--- src/hw/rtl/frp_pkg.sv ---
`timescale 1ns / 1ps
// ---------------------------------------------------------------------------
// frp_pkg
// Shared types and constants for the LED grayscale frame packer.
// ---------------------------------------------------------------------------
package frp_pkg;

    // Default configuration
    localparam int CHANNELS_DEF      = 24;
    localparam int FRAME_BYTES_DEF   = 36;
    localparam int LEVEL_MAX_DEF     = 4095;
    localparam int REPEAT_FRAMES_DEF = 2;

    // Level and digit geometry: a 12-bit level moves as three 4-bit nibbles
    localparam int LEVEL_W      = 12;
    localparam int DIGIT_W      = 4;
    localparam int LEVEL_DIGITS = 3;
    localparam int DIGIT_CNT_W  = 2;

    // Input opcodes
    localparam logic OP_SET  = 1'b0;
    localparam logic OP_TICK = 1'b1;

    // Top-level sequencer states
    typedef enum logic [1:0] {
        ST_IDLE,
        ST_WRITE,
        ST_PRIME,
        ST_EMIT
    } state_t;

    // Control from the sequencer to the nibble writer
    typedef struct packed {
        logic load;
        logic run;
    } wr_ctl_t;

    // Write strobe from the nibble writer: enable and nibble bank (0 = high)
    typedef struct packed {
        logic en;
        logic bank;
    } wr_port_t;

    // Control from the sequencer to the byte reader
    typedef struct packed {
        logic prime;
        logic emit;
    } rd_ctl_t;

endpackage

--- src/hw/rtl/frp_ram.sv ---
`timescale 1ns / 1ps
// ---------------------------------------------------------------------------
// frp_ram
// Generic single-write, single-read RAM with registered read data.
// ---------------------------------------------------------------------------
module frp_ram #(
    parameter int WIDTH = 4,
    parameter int DEPTH = 36
) (
    input  logic                     clk,
    input  logic                     we,
    input  logic [$clog2(DEPTH)-1:0] waddr,
    input  logic [WIDTH-1:0]         wdata,
    input  logic [$clog2(DEPTH)-1:0] raddr,
    output logic [WIDTH-1:0]         rdata
);

    logic [WIDTH-1:0] mem [DEPTH];

    // Write port and registered read port
    always_ff @(posedge clk)
    begin
        if (we)
        begin
            mem[waddr] <= wdata;
        end
        rdata <= mem[raddr];
    end

endmodule

--- src/hw/rtl/frp_writer.sv ---
`timescale 1ns / 1ps
// ---------------------------------------------------------------------------
// frp_writer
// Nibble-serial channel writer: saturates a level, finds the channel's
// first nibble in the frame and shifts three nibbles out, one per cycle.
// ---------------------------------------------------------------------------
module frp_writer #(
    parameter int CHANNELS    = 24,
    parameter int FRAME_BYTES = 36,
    parameter int LEVEL_MAX   = 4095
) (
    input  logic                           clk,
    input  logic                           rst_n,
    input  frp_pkg::wr_ctl_t               ctl,
    input  logic [4:0]                     channel,
    input  logic [15:0]                    level,
    output frp_pkg::wr_port_t              wr,
    output logic [$clog2(FRAME_BYTES)-1:0] waddr,
    output logic [3:0]                     wdata,
    output logic                           done
);

    import frp_pkg::*;

    localparam int BYTE_AW = $clog2(FRAME_BYTES);
    localparam int NIB_LIM = (3 * CHANNELS > 2 * FRAME_BYTES) ? 3 * CHANNELS
                                                              : 2 * FRAME_BYTES;
    localparam int NIB_W   = $clog2(NIB_LIM + 3);

    logic [LEVEL_W-1:0]     shift_reg, shift_next;
    logic [NIB_W-1:0]       nib_reg, nib_next;
    logic [DIGIT_CNT_W-1:0] cnt_reg, cnt_next;
    logic [NIB_W-1:0]       rank;
    logic [NIB_W-1:0]       rank3;
    logic [NIB_W-1:0]       nib_start;
    logic [LEVEL_W-1:0]     level_sat;
    logic                   in_frame;

    // Saturate the requested level
    assign level_sat = (level > 16'(LEVEL_MAX)) ? LEVEL_W'(LEVEL_MAX) : level[LEVEL_W-1:0];

    // First nibble: twice the first byte, plus one when the channel is even
    assign rank      = NIB_W'(CHANNELS - 1) - NIB_W'(channel);
    assign rank3     = (rank << 1) + rank;
    assign nib_start = {rank3[NIB_W-1:1], ~channel[0]};

    // Nibble shift register and position counter
    always_comb
    begin
        shift_next = shift_reg;
        nib_next   = nib_reg;
        cnt_next   = cnt_reg;
        if (ctl.load)
        begin
            shift_next = level_sat;
            nib_next   = nib_start;
            cnt_next   = '0;
        end
        else if (ctl.run)
        begin
            shift_next = {shift_reg[LEVEL_W-DIGIT_W-1:0], {DIGIT_W{1'b0}}};
            nib_next   = nib_reg + 1'b1;
            cnt_next   = cnt_reg + 1'b1;
        end
    end

    always_ff @(posedge clk or negedge rst_n)
    begin
        if (!rst_n)
        begin
            cnt_reg <= '0;
        end
        else
        begin
            cnt_reg <= cnt_next;
        end
    end

    always_ff @(posedge clk)
    begin
        shift_reg <= shift_next;
        nib_reg   <= nib_next;
    end

    // Nibbles past the end of the frame are dropped
    assign in_frame = nib_reg < NIB_W'(2 * FRAME_BYTES);
    assign wr.en    = ctl.run && in_frame;
    assign wr.bank  = nib_reg[0];
    assign waddr    = nib_reg[BYTE_AW:1];
    assign wdata    = shift_reg[LEVEL_W-1 -: DIGIT_W];
    assign done     = ctl.run && (cnt_reg == DIGIT_CNT_W'(LEVEL_DIGITS - 1));

endmodule

--- src/hw/rtl/frp_reader.sv ---
`timescale 1ns / 1ps
// ---------------------------------------------------------------------------
// frp_reader
// Frame byte reader: walks the byte index, presents the read address in the
// cycle before its byte is due and holds it while the output is stalled.
// ---------------------------------------------------------------------------
module frp_reader #(
    parameter int FRAME_BYTES = 36
) (
    input  logic                           clk,
    input  logic                           rst_n,
    input  frp_pkg::rd_ctl_t               ctl,
    input  logic                           out_stall,
    output logic [$clog2(FRAME_BYTES)-1:0] rd_addr,
    output logic                           last,
    output logic                           done
);

    import frp_pkg::*;

    localparam int BYTE_AW = $clog2(FRAME_BYTES);

    logic [BYTE_AW-1:0] idx_reg, idx_next;
    logic               beat;

    assign beat = ctl.emit && !out_stall;
    assign last = ctl.emit && (idx_reg == BYTE_AW'(FRAME_BYTES - 1));
    assign done = beat && last;

    // Next read address: advance on a beat, else hold for a stable payload
    assign rd_addr = (beat && !last) ? idx_reg + 1'b1 : idx_reg;

    // Byte index
    always_comb
    begin
        idx_next = idx_reg;
        if (ctl.prime)
        begin
            idx_next = '0;
        end
        else if (beat)
        begin
            idx_next = last ? '0 : idx_reg + 1'b1;
        end
    end

    always_ff @(posedge clk or negedge rst_n)
    begin
        if (!rst_n)
        begin
            idx_reg <= '0;
        end
        else
        begin
            idx_reg <= idx_next;
        end
    end

endmodule

--- src/hw/rtl/led_grayscale_frame_packer_core.sv ---
`timescale 1ns / 1ps
// Channel write: input stalled while the writer puts out the three nibbles, then idle again.
// Frame tick with frames pending: input stalled, a priming state, then FRAME_BYTES bytes
// at one per cycle while out_stall is low, with last_byte on the final byte.
// Frame tick with nothing pending: taken with no output.
// Reset: pending count zero and all nibble valid bits cleared, so the frame
// reads as zero; RAM contents are not swept.
// ---------------------------------------------------------------------------
// led_grayscale_frame_packer_core
// Grayscale frame store for 24 x 12-bit LED channels, packed MSB first,
// written nibble-serially and streamed out a byte per beat on frame ticks.
// ---------------------------------------------------------------------------
module led_grayscale_frame_packer_core #(
    parameter int CHANNELS      = frp_pkg::CHANNELS_DEF,
    parameter int FRAME_BYTES   = frp_pkg::FRAME_BYTES_DEF,
    parameter int LEVEL_MAX     = frp_pkg::LEVEL_MAX_DEF,
    parameter int REPEAT_FRAMES = frp_pkg::REPEAT_FRAMES_DEF
) (
    input  logic        clk,
    input  logic        rst_n,
    input  logic        in_valid,
    output logic        in_stall,
    input  logic        opcode,
    input  logic [4:0]  channel,
    input  logic [15:0] level,
    output logic        out_valid,
    input  logic        out_stall,
    output logic [7:0]  data_byte,
    output logic        last_byte
);

    import frp_pkg::*;

    localparam int BYTE_AW = $clog2(FRAME_BYTES);

    state_t             state_reg, state_next;
    logic [1:0]         pending_reg, pending_next;
    logic [FRAME_BYTES-1:0] vhi_reg, vhi_next;
    logic [FRAME_BYTES-1:0] vlo_reg, vlo_next;
    logic               vhi_q_reg, vlo_q_reg;
    logic               in_beat;
    logic               ch_ok;
    logic               set_beat;
    logic               tick_go;
    wr_ctl_t            wr_ctl;
    wr_port_t           wr;
    rd_ctl_t            rd_ctl;
    logic [BYTE_AW-1:0] waddr;
    logic [3:0]         wdata;
    logic               wr_done;
    logic [BYTE_AW-1:0] rd_addr;
    logic               rd_last;
    logic               frame_done;
    logic [3:0]         dout_hi, dout_lo;

    assign in_beat  = in_valid && !in_stall;
    assign ch_ok    = 7'(channel) < 7'(CHANNELS);
    assign set_beat = in_beat && (opcode == OP_SET) && ch_ok;
    assign tick_go  = in_beat && (opcode == OP_TICK) && (pending_reg != 2'd0);

    // Next state
    always_comb
    begin
        state_next = state_reg;
        unique case (state_reg)
            ST_IDLE:
            begin
                if (set_beat)
                begin
                    state_next = ST_WRITE;
                end
                else if (tick_go)
                begin
                    state_next = ST_PRIME;
                end
            end
            ST_WRITE:
            begin
                if (wr_done)
                begin
                    state_next = ST_IDLE;
                end
            end
            ST_PRIME:
            begin
                state_next = ST_EMIT;
            end
            ST_EMIT:
            begin
                if (frame_done)
                begin
                    state_next = ST_IDLE;
                end
            end
            default:
            begin
                state_next = ST_IDLE;
            end
        endcase
    end

    // State outputs
    always_comb
    begin
        in_stall     = 1'b1;
        out_valid    = 1'b0;
        wr_ctl.load  = 1'b0;
        wr_ctl.run   = 1'b0;
        rd_ctl.prime = 1'b0;
        rd_ctl.emit  = 1'b0;
        unique case (state_reg)
            ST_IDLE:
            begin
                in_stall    = 1'b0;
                wr_ctl.load = set_beat;
            end
            ST_WRITE:
            begin
                wr_ctl.run = 1'b1;
            end
            ST_PRIME:
            begin
                rd_ctl.prime = 1'b1;
            end
            ST_EMIT:
            begin
                out_valid   = 1'b1;
                rd_ctl.emit = 1'b1;
            end
            default:
            begin
                in_stall = 1'b1;
            end
        endcase
    end

    // Pending frame count: rearmed by a write, counted down per frame
    always_comb
    begin
        pending_next = pending_reg;
        if (set_beat)
        begin
            pending_next = 2'(REPEAT_FRAMES);
        end
        else if (frame_done)
        begin
            pending_next = pending_reg - 2'd1;
        end
    end

    // Nibble valid bits: set on write, all cleared after a frame
    always_comb
    begin
        vhi_next = vhi_reg;
        vlo_next = vlo_reg;
        if (frame_done)
        begin
            vhi_next = '0;
            vlo_next = '0;
        end
        else if (wr.en)
        begin
            if (wr.bank)
            begin
                vlo_next[waddr] = 1'b1;
            end
            else
            begin
                vhi_next[waddr] = 1'b1;
            end
        end
    end

    always_ff @(posedge clk or negedge rst_n)
    begin
        if (!rst_n)
        begin
            state_reg   <= ST_IDLE;
            pending_reg <= 2'd0;
            vhi_reg     <= '0;
            vlo_reg     <= '0;
            vhi_q_reg   <= 1'b0;
            vlo_q_reg   <= 1'b0;
        end
        else
        begin
            state_reg   <= state_next;
            pending_reg <= pending_next;
            vhi_reg     <= vhi_next;
            vlo_reg     <= vlo_next;
            vhi_q_reg   <= vhi_reg[rd_addr];
            vlo_q_reg   <= vlo_reg[rd_addr];
        end
    end

    frp_writer #(
        .CHANNELS    (CHANNELS),
        .FRAME_BYTES (FRAME_BYTES),
        .LEVEL_MAX   (LEVEL_MAX)
    ) u_writer (
        .clk     (clk),
        .rst_n   (rst_n),
        .ctl     (wr_ctl),
        .channel (channel),
        .level   (level),
        .wr      (wr),
        .waddr   (waddr),
        .wdata   (wdata),
        .done    (wr_done)
    );

    frp_reader #(
        .FRAME_BYTES (FRAME_BYTES)
    ) u_reader (
        .clk       (clk),
        .rst_n     (rst_n),
        .ctl       (rd_ctl),
        .out_stall (out_stall),
        .rd_addr   (rd_addr),
        .last      (rd_last),
        .done      (frame_done)
    );

    // High-nibble bank
    frp_ram #(
        .WIDTH (DIGIT_W),
        .DEPTH (FRAME_BYTES)
    ) u_ram_hi (
        .clk   (clk),
        .we    (wr.en && !wr.bank),
        .waddr (waddr),
        .wdata (wdata),
        .raddr (rd_addr),
        .rdata (dout_hi)
    );

    // Low-nibble bank
    frp_ram #(
        .WIDTH (DIGIT_W),
        .DEPTH (FRAME_BYTES)
    ) u_ram_lo (
        .clk   (clk),
        .we    (wr.en && wr.bank),
        .waddr (waddr),
        .wdata (wdata),
        .raddr (rd_addr),
        .rdata (dout_lo)
    );

    // Output beat; unwritten nibbles read as zero
    assign data_byte = {vhi_q_reg ? dout_hi : 4'h0, vlo_q_reg ? dout_lo : 4'h0};
    assign last_byte = rd_last;

    // A frame only streams while frames are pending
    assert property (@(posedge clk) disable iff (!rst_n)
        (state_reg == ST_EMIT) |-> (pending_reg != 2'd0))
        else $error("frame streaming with no frame pending");

    // Input and output sides are never open at once
    assert property (@(posedge clk) disable iff (!rst_n)
        !in_stall |-> !out_valid)
        else $error("input taken while a frame is streaming");

    // The last beat ends the frame
    assert property (@(posedge clk) disable iff (!rst_n)
        (out_valid && !out_stall && last_byte) |=> (!out_valid && !in_stall))
        else $error("frame did not end after the last beat");

    // Frame store only written during a channel write
    assert property (@(posedge clk) disable iff (!rst_n)
        wr.en |-> (state_reg == ST_WRITE))
        else $error("frame store written outside a channel write");

    // A frame tick with frames pending always leads to a priming cycle
    assert property (@(posedge clk) disable iff (!rst_n)
        tick_go |=> (state_reg == ST_PRIME))
        else $error("pending frame tick did not start a frame");

endmodule
--- config.mk ---
export PLATFORM = sky130hd
export DESIGN_NAME = led_grayscale_frame_packer_core
export DESIGN_NICKNAME = d
export VERILOG_FILES = /design/src/hw/rtl/frp_pkg.sv /design/src/hw/rtl/frp_ram.sv /design/src/hw/rtl/frp_writer.sv /design/src/hw/rtl/frp_reader.sv /design/src/hw/rtl/led_grayscale_frame_packer_core.sv
export SDC_FILE = /design/constraint.sdc
export NUM_CORES = 1
export LEC_CHECK = 0
export BUFFER_PORTS_ARGS = -buffer_cell sky130_fd_sc_hd__clkbuf_2
export CORE_ASPECT_RATIO = 0.75
export CORE_UTILIZATION = 45
export CTS_CLUSTER_DIAMETER = 80
export DETAILED_ROUTE_END_ITERATION = 16
export GPL_TIMING_DRIVEN = 0
export PLACE_DENSITY = 0.59
export SYNTH_ARGS = -nofsm -noshare
export SYNTH_HDL_FRONTEND = slang
export SYNTH_SLANG_ARGS = --single-unit
export TNS_END_PERCENT = 10
--- constraint.sdc ---
create_clock -name clk -period 2.75 [get_ports clk]
set_input_delay 0.1375 -clock clk [delete_from_list [all_inputs] [get_ports clk]]
set_output_delay 0.1375 -clock clk [all_outputs]
set_load 0.005 [all_outputs]
==> metrics.txt, run 1 <==
outcome=complete, but fails checks; failing checks=setup timing; Tcrit/Tclk final=1.07; Net Sw Power=10.8 mW; top flop regs=u_ram_hi.mem x144, u_ram_lo.mem x144; RR Startpoint=u_reader.idx_reg[2]; delay-heaviest family, CP=compound AO/OA/AOI/OAI gates; RePlAce Congestion=0.914; Area contributors post-synth=edfxtp_1 52%, dfrtp_1 12%, mux2i_1 3.7%, nand2_1 3.7%, o21a_1 3.6%; Crit-path slowest cell=o41ai_2; Slew HR=0.215; r2r worst-path depth=10; Final WS setup=-194 ps; sequential fraction of the synthesis area=0.648; Routed Antenna Nets=0; aggregate global routing overflow=0; Synth Flop Type=edfxtp_1; crit path max fanout=10; Worst EP arrival=3350 ps; Worst Path Buf+Inv=3; die height=roughly 170 µm; row count=62; Clock Sinks=between 400 and 500; Total Wirelength=approximately 56000 µm; first-pass GRT wire length=between 80000 and 90000 µm; Mapped Nets=1451; Fillers=3055; Clock Power Share=0.198; critical path class=flop to flop; Avg Inst Size Synth=between 10 and 15 µm²; CTS max path bufs=3; dpl cells=1975; Req. time, crit path=3150 ps; crit start category=flop; Cell Area, Placed=19000 µm²; Endpoint, Worst Hold=u_writer.shift_reg[8]; final instance area=22600 µm²; layout net count=1608; most frequent cells in the layout=307 x edfxtp_1, 166 x nand2_1, 102 x nor2_1; DP Wirelength=roughly 38000 µm; Critical Path, Cell by Cell=buf_4 -> buf_4 -> and3_4 -> a21oi_4 -> or2_2 -> buf_4 -> nand2_1 -> a311oi_1 -> a2111oi_1 -> o41ai_2; Ys Warns=0; total iterations of the first detailed-routing run=5; total CTS buffers=41; Sw Ratio=0.403; pin count of the biggest net entering global routing=45; Worst Skew=~18 ps; DR vias=approximately 13000; CP most frequent cell=buf_4; die width=232 µm; CTS tree=done; cell area after synthesis=17800 µm²; P&R area growth vs syn=26.8%; post-synth top area share=0.518; setup TNS=-1360 ps; Final Util=0.584; pwr/cell area=1190 nW/µm²; Clk pin slew, worst setup/hold paths=about 60 ps; Yosys top cell by area=edfxtp_1; VDD IR max=between 0.5 and 0.6 mV; H-tree depth=2; Post-synth ARST share=0.214; die footprint=40300 µm²; post-synth cell types=76; commonest non-fill, non-tap cell in the layout=edfxtp_1; setup violators final=18; Pint=between 15 and 20 mW; Ports=37; #FFs+latches synth=401; core area=38600 µm²; R2R setup slack=-190 ps; min-delay worst type=input port to flop; part of the power in registers=0.290; Critical Path End Type=flop; Hold Violations, Final=0; reg2reg end=vhi_q_reg; Hold Path Depth=4; number of global-route vias before repair=~13000; Slew Viols, Final=0; Worst path max stage delay=510 ps; proportion of layout cells with a drive suffix above 1=0.253; Period minus WS final=2940 ps; via density per instance=between 6 and 7; Clk Latency, worst-skew pair=550 ps; fmax=340 MHz; Non-Filler Instances=2113; RSZ-0062 raised after global routing=yes; DRC violations left=0; WHS=a little over 90 ps; Starting Density=0.460; Worst Tran Pin Value=1180 ps; part of the power in combinational logic=0.512; initial antenna violation count=4; max-cap violation count=0; Mapped Cells=1414; leakage=8.08 nW; Root Driver=clkbuf_16; port bufs=36; DR WL/cell=26.7 µm; Hold Path Origin=level[13]; EDFF count, synth=307; GR Util All Layers=0.280; Iter 0 DRT Violations=between 1000 and 1500
-- per-stage QoR --
step                      setup WS, ps  power, mW
after floorplan                    239       13.7
after global placement           -1500       17.0
after detailed placement         -1500       17.3
after CTS                         -204       25.4
after global routing              -239       27.7
final                             -194       26.9
-- how the worst max path moves through the flow --
stage	cells after the start	slack [ps]	from	endpoint
final	10	-190	u_reader.idx_reg[2]	vhi_q_reg
after global routing	9	-240	u_reader.idx_reg[4]	vlo_q_reg
after CTS	10	-200	u_reader.idx_reg[2]	u_ram_lo.rdata[3]
after detailed placement	9	-1500	u_reader.idx_reg[0]	u_ram_hi.rdata[3]
after global placement	8	-1500	u_reader.idx_reg[0]	u_ram_hi.rdata[0]
after floorplan	9	240	u_reader.idx_reg[2]	vlo_q_reg
-- worst register-to-register path, cell delays in order, from the launching register on --
cell,delay [ps]
dfrtp_2,440
buf_4,150
buf_4,180
and3_4,190
a21oi_4,240
or2_2,190
buf_4,260
nand2_1,100
a311oi_1,400
a2111oi_1,130
o41ai_2,510
-- cell type report --
| type | count | area, µm² | share of cell area |
|---|---|---|---|
| well taps | 512 | 641 | 0.0284 |
| diodes | 1 | 2.50 | 0.000111 |
| multi-input cells | 899 | 6970 | 0.309 |
| plain buffers | 91 | 790 | 0.0350 |
| inverters | 20 | 83.8 | 0.00372 |
| repair buffers | 117 | 1280 | 0.0570 |
| flip-flops and latches | 401 | 11500 | 0.511 |
| clock inverters | 13 | 87.6 | 0.00388 |
| clock buffers | 59 | 1160 | 0.0516 |
-- synthesized netlist by cell type, types with 8 or more instances --
library cell / instances
o21a_1: 86
xnor2_1: 10
a21oi_1: 26
dfrtp_1: 86
ha_1: 10
a22o_1: 15
nor3_1: 30
a311oi_1: 15
o22ai_1: 31
and3_1: 24
nand2b_1: 9
nand2_1: 173
nand3_1: 69
o21ai_0: 12
clkbuf_1: 43
mux2i_1: 66
nor4_1: 10
edfxtp_1: 307
a31oi_1: 11
inv_1: 18
dfxtp_1: 8
o221a_2: 14
o221ai_1: 18
a211oi_1: 42
nor2_1: 115
and2_1: 11
buf_2: 30
-- repair_timing --
action,4_1_cts,5_1_grt
gates resized for setup,255,100
endpoints found under the hold margin,56,0
setup buffers,24,24
cloned,4,2
pin swaps,38,39
hold buffers,16,0
setup endpoints to repair,65,191
-- power groups by stage --
| stage | combinational (mW) | sequential, mW | clock [mW] |
|---|---|---|---|
| 6_report | 13.8 | 7.78 | 5.33 |
| 5_1_grt | 14.3 | 7.84 | 5.58 |
| 4_1_cts | 12.2 | 7.77 | 5.36 |
| 3_5_place_dp | 9.45 | 7.88 | 0 |
| 3_3_place_gp | 8.80 | 8.16 | 0 |
| 2_1_floorplan | 5.82 | 7.88 | 0 |
-- cell families (layout without fill, tap and decap cells) --
| kind of cell | Yosys count | count (layout) | synth area share |
|---|---|---|---|
| mux | 72 | 72 | 0.0422 |
| compound gates | 320 | 320 | 0.137 |
| fa+ha+maj | 11 | 11 | 0.00816 |
| other cells | 0 | 1 | 0 |
| buf+inv | 115 | 300 | 0.0316 |
| simple gates | 478 | 479 | 0.125 |
| flops | 401 | 401 | 0.648 |
| xor+xnor | 17 | 17 | 0.00837 |
-- layer usage --
layer  GRT usage  vias up  wire length (µm)
met2       0.393      642             24100
met3       0.100       99              6540
met1       0.401     6528             23900
li1            -     5698                 -
met4      0.0899        2              1620
met5      0.0252        -               139
(Power assumes the default switching activity.)
==> run 2, diff against run 1 <==
--- a/config.mk
+++ b/config.mk
@@ -12,6 +12,7 @@
 export DETAILED_ROUTE_END_ITERATION = 16
 export GPL_TIMING_DRIVEN = 0
 export PLACE_DENSITY = 0.59
+export RECOVER_POWER = 50
 export SYNTH_ARGS = -nofsm -noshare
 export SYNTH_HDL_FRONTEND = slang
 export SYNTH_SLANG_ARGS = --single-unit
==> run 2 against run 1 <==
  * Final cell count is the same
  * Count of clock-buffer cells in the layout did not move
  * Wire length hardly changed
  * The run still ends with setup timing left
==> metrics.txt, run 2 (synthesis gave the netlist of run 1 again) <==
pwr/cell area=1200 nW/µm² (was 1190 nW/µm²); setup TNS=-1350 ps (was -1360 ps); initial antenna violation count=4 (unchanged); critical path class=flop to flop (unchanged); Clock Sinks=401 (unchanged); H-tree depth=2 (unchanged); min-delay worst type=input port to flop (unchanged); metal2 WL=24000 µm (was 24100 µm); Starting Density=0.460 (unchanged); Iter 0 DRT Violations=1454 (was 1439); R2R setup slack=-190 ps (about the same); top flop regs=u_ram_hi.mem x144, u_ram_lo.mem x144 (unchanged); port bufs=36 (unchanged); commonest non-fill, non-tap cell in the layout=edfxtp_1 (unchanged); max-cap violation count=0 (unchanged); Net Sw Power=10.8 mW (about the same); layout net count=1608 (unchanged); Clk pin slew, worst setup/hold paths=60 ps (about the same); leakage=7.98 nW (was 8.08 nW); Period minus WS final=2940 ps (about the same); aggregate global routing overflow=0 (unchanged); Critical Path End Type=flop (unchanged); most frequent cells in the layout=307 x edfxtp_1, 166 x nand2_1, 102 x nor2_1 (unchanged); Tcrit/Tclk final=1.07 (about the same); Clk Latency, worst-skew pair=550 ps (about the same); via density per instance=6.10 (was 6.14); Final WS setup=-185 ps (was -194 ps); RSZ-0062 raised after global routing=yes (unchanged); Worst EP arrival=3300 ps (was 3350 ps); CTS max path bufs=3 (unchanged); total iterations of the first detailed-routing run=6 (was 5); Worst Skew=18.8 ps (was 18.2 ps); Slew Viols, Final=0 (unchanged); GR Util All Layers=0.280 (unchanged); routed length on met1=24000 µm (was 23900 µm); Ports=37 (unchanged); RR Startpoint=u_reader.idx_reg[2] (unchanged); setup violators final=22 (was 18); DR WL/cell=26.7 µm (about the same); Total Wirelength=56300 µm (about the same); die height=174 µm (unchanged); DR top layer=met5 (unchanged); Routed Antenna Nets=0 (unchanged); die width=232 µm (unchanged); die footprint=40300 µm² (unchanged); total CTS buffers=41 (unchanged); Root Driver=clkbuf_16 (unchanged); crit start category=flop (unchanged); part of the power in registers=0.291 (was 0.290); Cell Area, Placed=19000 µm² (unchanged); proportion of layout cells with a drive suffix above 1=0.247 (was 0.253); DR vias=12900 (was 13000); RePlAce Congestion=0.914 (unchanged); fmax=341 MHz (was 340 MHz); Req. time, crit path=3110 ps (was 3150 ps); Slew HR=0.122 (was 0.215); Sw Ratio=0.404 (was 0.403); row count=62 (unchanged); first-pass GRT wire length=82000 µm (unchanged); Non-Filler Instances=2113 (unchanged); Clock Power Share=0.199 (was 0.198); P&R area growth vs syn=25.4% (was 26.8%); dpl cells=1975 (unchanged); pin count of the biggest net entering global routing=45 (unchanged); part of the power in combinational logic=0.509 (was 0.512); core area=38600 µm² (unchanged); VDD IR max=0.540 mV (was 0.546 mV); met3 wire len=6600 µm (was 6540 µm); final instance area=22300 µm² (was 22600 µm²); Worst Tran Pin Value=1320 ps (was 1180 ps); CTS tree=done (unchanged); reg2reg end=vlo_q_reg (was vhi_q_reg); r2r worst-path depth=10 (unchanged); outcome=complete, but fails checks (unchanged); failing checks=setup timing (unchanged); Hold Violations, Final=0 (unchanged); Pwr Total=26.7 mW (was 26.9 mW); crit path to=vlo_q_reg (was vhi_q_reg); crit path max fanout=10 (unchanged); CP startpoint=u_reader.idx_reg[2] (unchanged); Fillers=3086 (was 3055); number of global-route vias before repair=12600 (unchanged); Pint=15.9 mW (was 16.0 mW); DRC violations left=0 (unchanged); DP Wirelength=37900 µm (unchanged)
## run 2: changes by cell type in the layout (fill, tap and decap cells not counted), sizes merged
cell	previous run	this run
dlymetal6s2s	0	1
dlymetal6s4s	0	1
clkbuf	141	150
buf	110	99
## run 2: worst min-delay path by stage
stage                     startpoint               endpoint  slack (ps)  cells after the start
final                      level[13]  u_writer.shift_reg[8]         100                      4
after global routing      channel[2]    u_writer.nib_reg[2]         120                      3
after CTS                  level[13]  u_writer.shift_reg[8]          80                      4
after detailed placement       rst_n    u_reader.idx_reg[5]         240                      1
after global placement      level[1]  u_writer.shift_reg[1]         420                      2
after floorplan                rst_n         pending_reg[0]        -160                      0
## run 2: layout make-up
type	count	area (µm²)	area share
antenna	1	2.50	0.000112
timing repair buffer	117	1040	0.0466
clock buffer	59	1160	0.0522
tap	512	641	0.0287
inverter	20	83.8	0.00376
buffer	91	790	0.0354
sequential	401	11500	0.517
multi-input combinational	899	6970	0.312
clock inverter	13	87.6	0.00393
## run 2: stage by stage
| step | hold WS, ps | worst slack [ps] | utilization |
|---|---|---|---|
| 6_report | 95.7 | -185 | 0.578 |
| 5_1_grt | 122 | -239 | 0.577 |
| 4_1_cts | 80.6 | -204 | 0.567 |
| 3_5_place_dp | 237 | -1500 | 0.491 |
| 3_3_place_gp | 424 | -1500 | 0.482 |
| 2_1_floorplan | -158 | 239 | - |
## run 2: critical path: stages, from the launching register on
cell	delay [ps]
dfrtp_2	420
buf_4	130
buf_4	200
and3_4	260
a21oi_4	100
or2_2	340
buf_4	230
mux2i_1	220
a22o_1	300
a221oi_4	350
o2111ai_4	190
## run 2: metal layers
| metal | track usage | up-vias |
|---|---|---|
| li1 | - | 5702 |
| met1 | 0.401 | 6460 |
| met2 | 0.393 | 635 |
| met3 | 0.100 | 93 |
| met4 | 0.0899 | 2 |
| met5 | 0.0252 | - |
## run 2: timing repair
action,4_1_cts,5_1_grt
gates resized for setup,255,100
pin swaps,38,39
buffers inserted,24,24
hold endpoints to repair,56,0
gates cloned,4,2
endpoints found under the setup margin,65,191
hold buffers,16,0
## run 2: power by group through the flow
| stage | Sequential (mW) | Combinational, mW | Clock (mW) |
|---|---|---|---|
| 6_report | 7.77 | 13.6 | 5.32 |
| 5_1_grt | 7.84 | 14.1 | 5.58 |
| 4_1_cts | 7.77 | 12.2 | 5.36 |
| 3_5_place_dp | 7.88 | 9.45 | 0 |
| 3_3_place_gp | 8.16 | 8.80 | 0 |
| 2_1_floorplan | 7.88 | 5.82 | 0 |
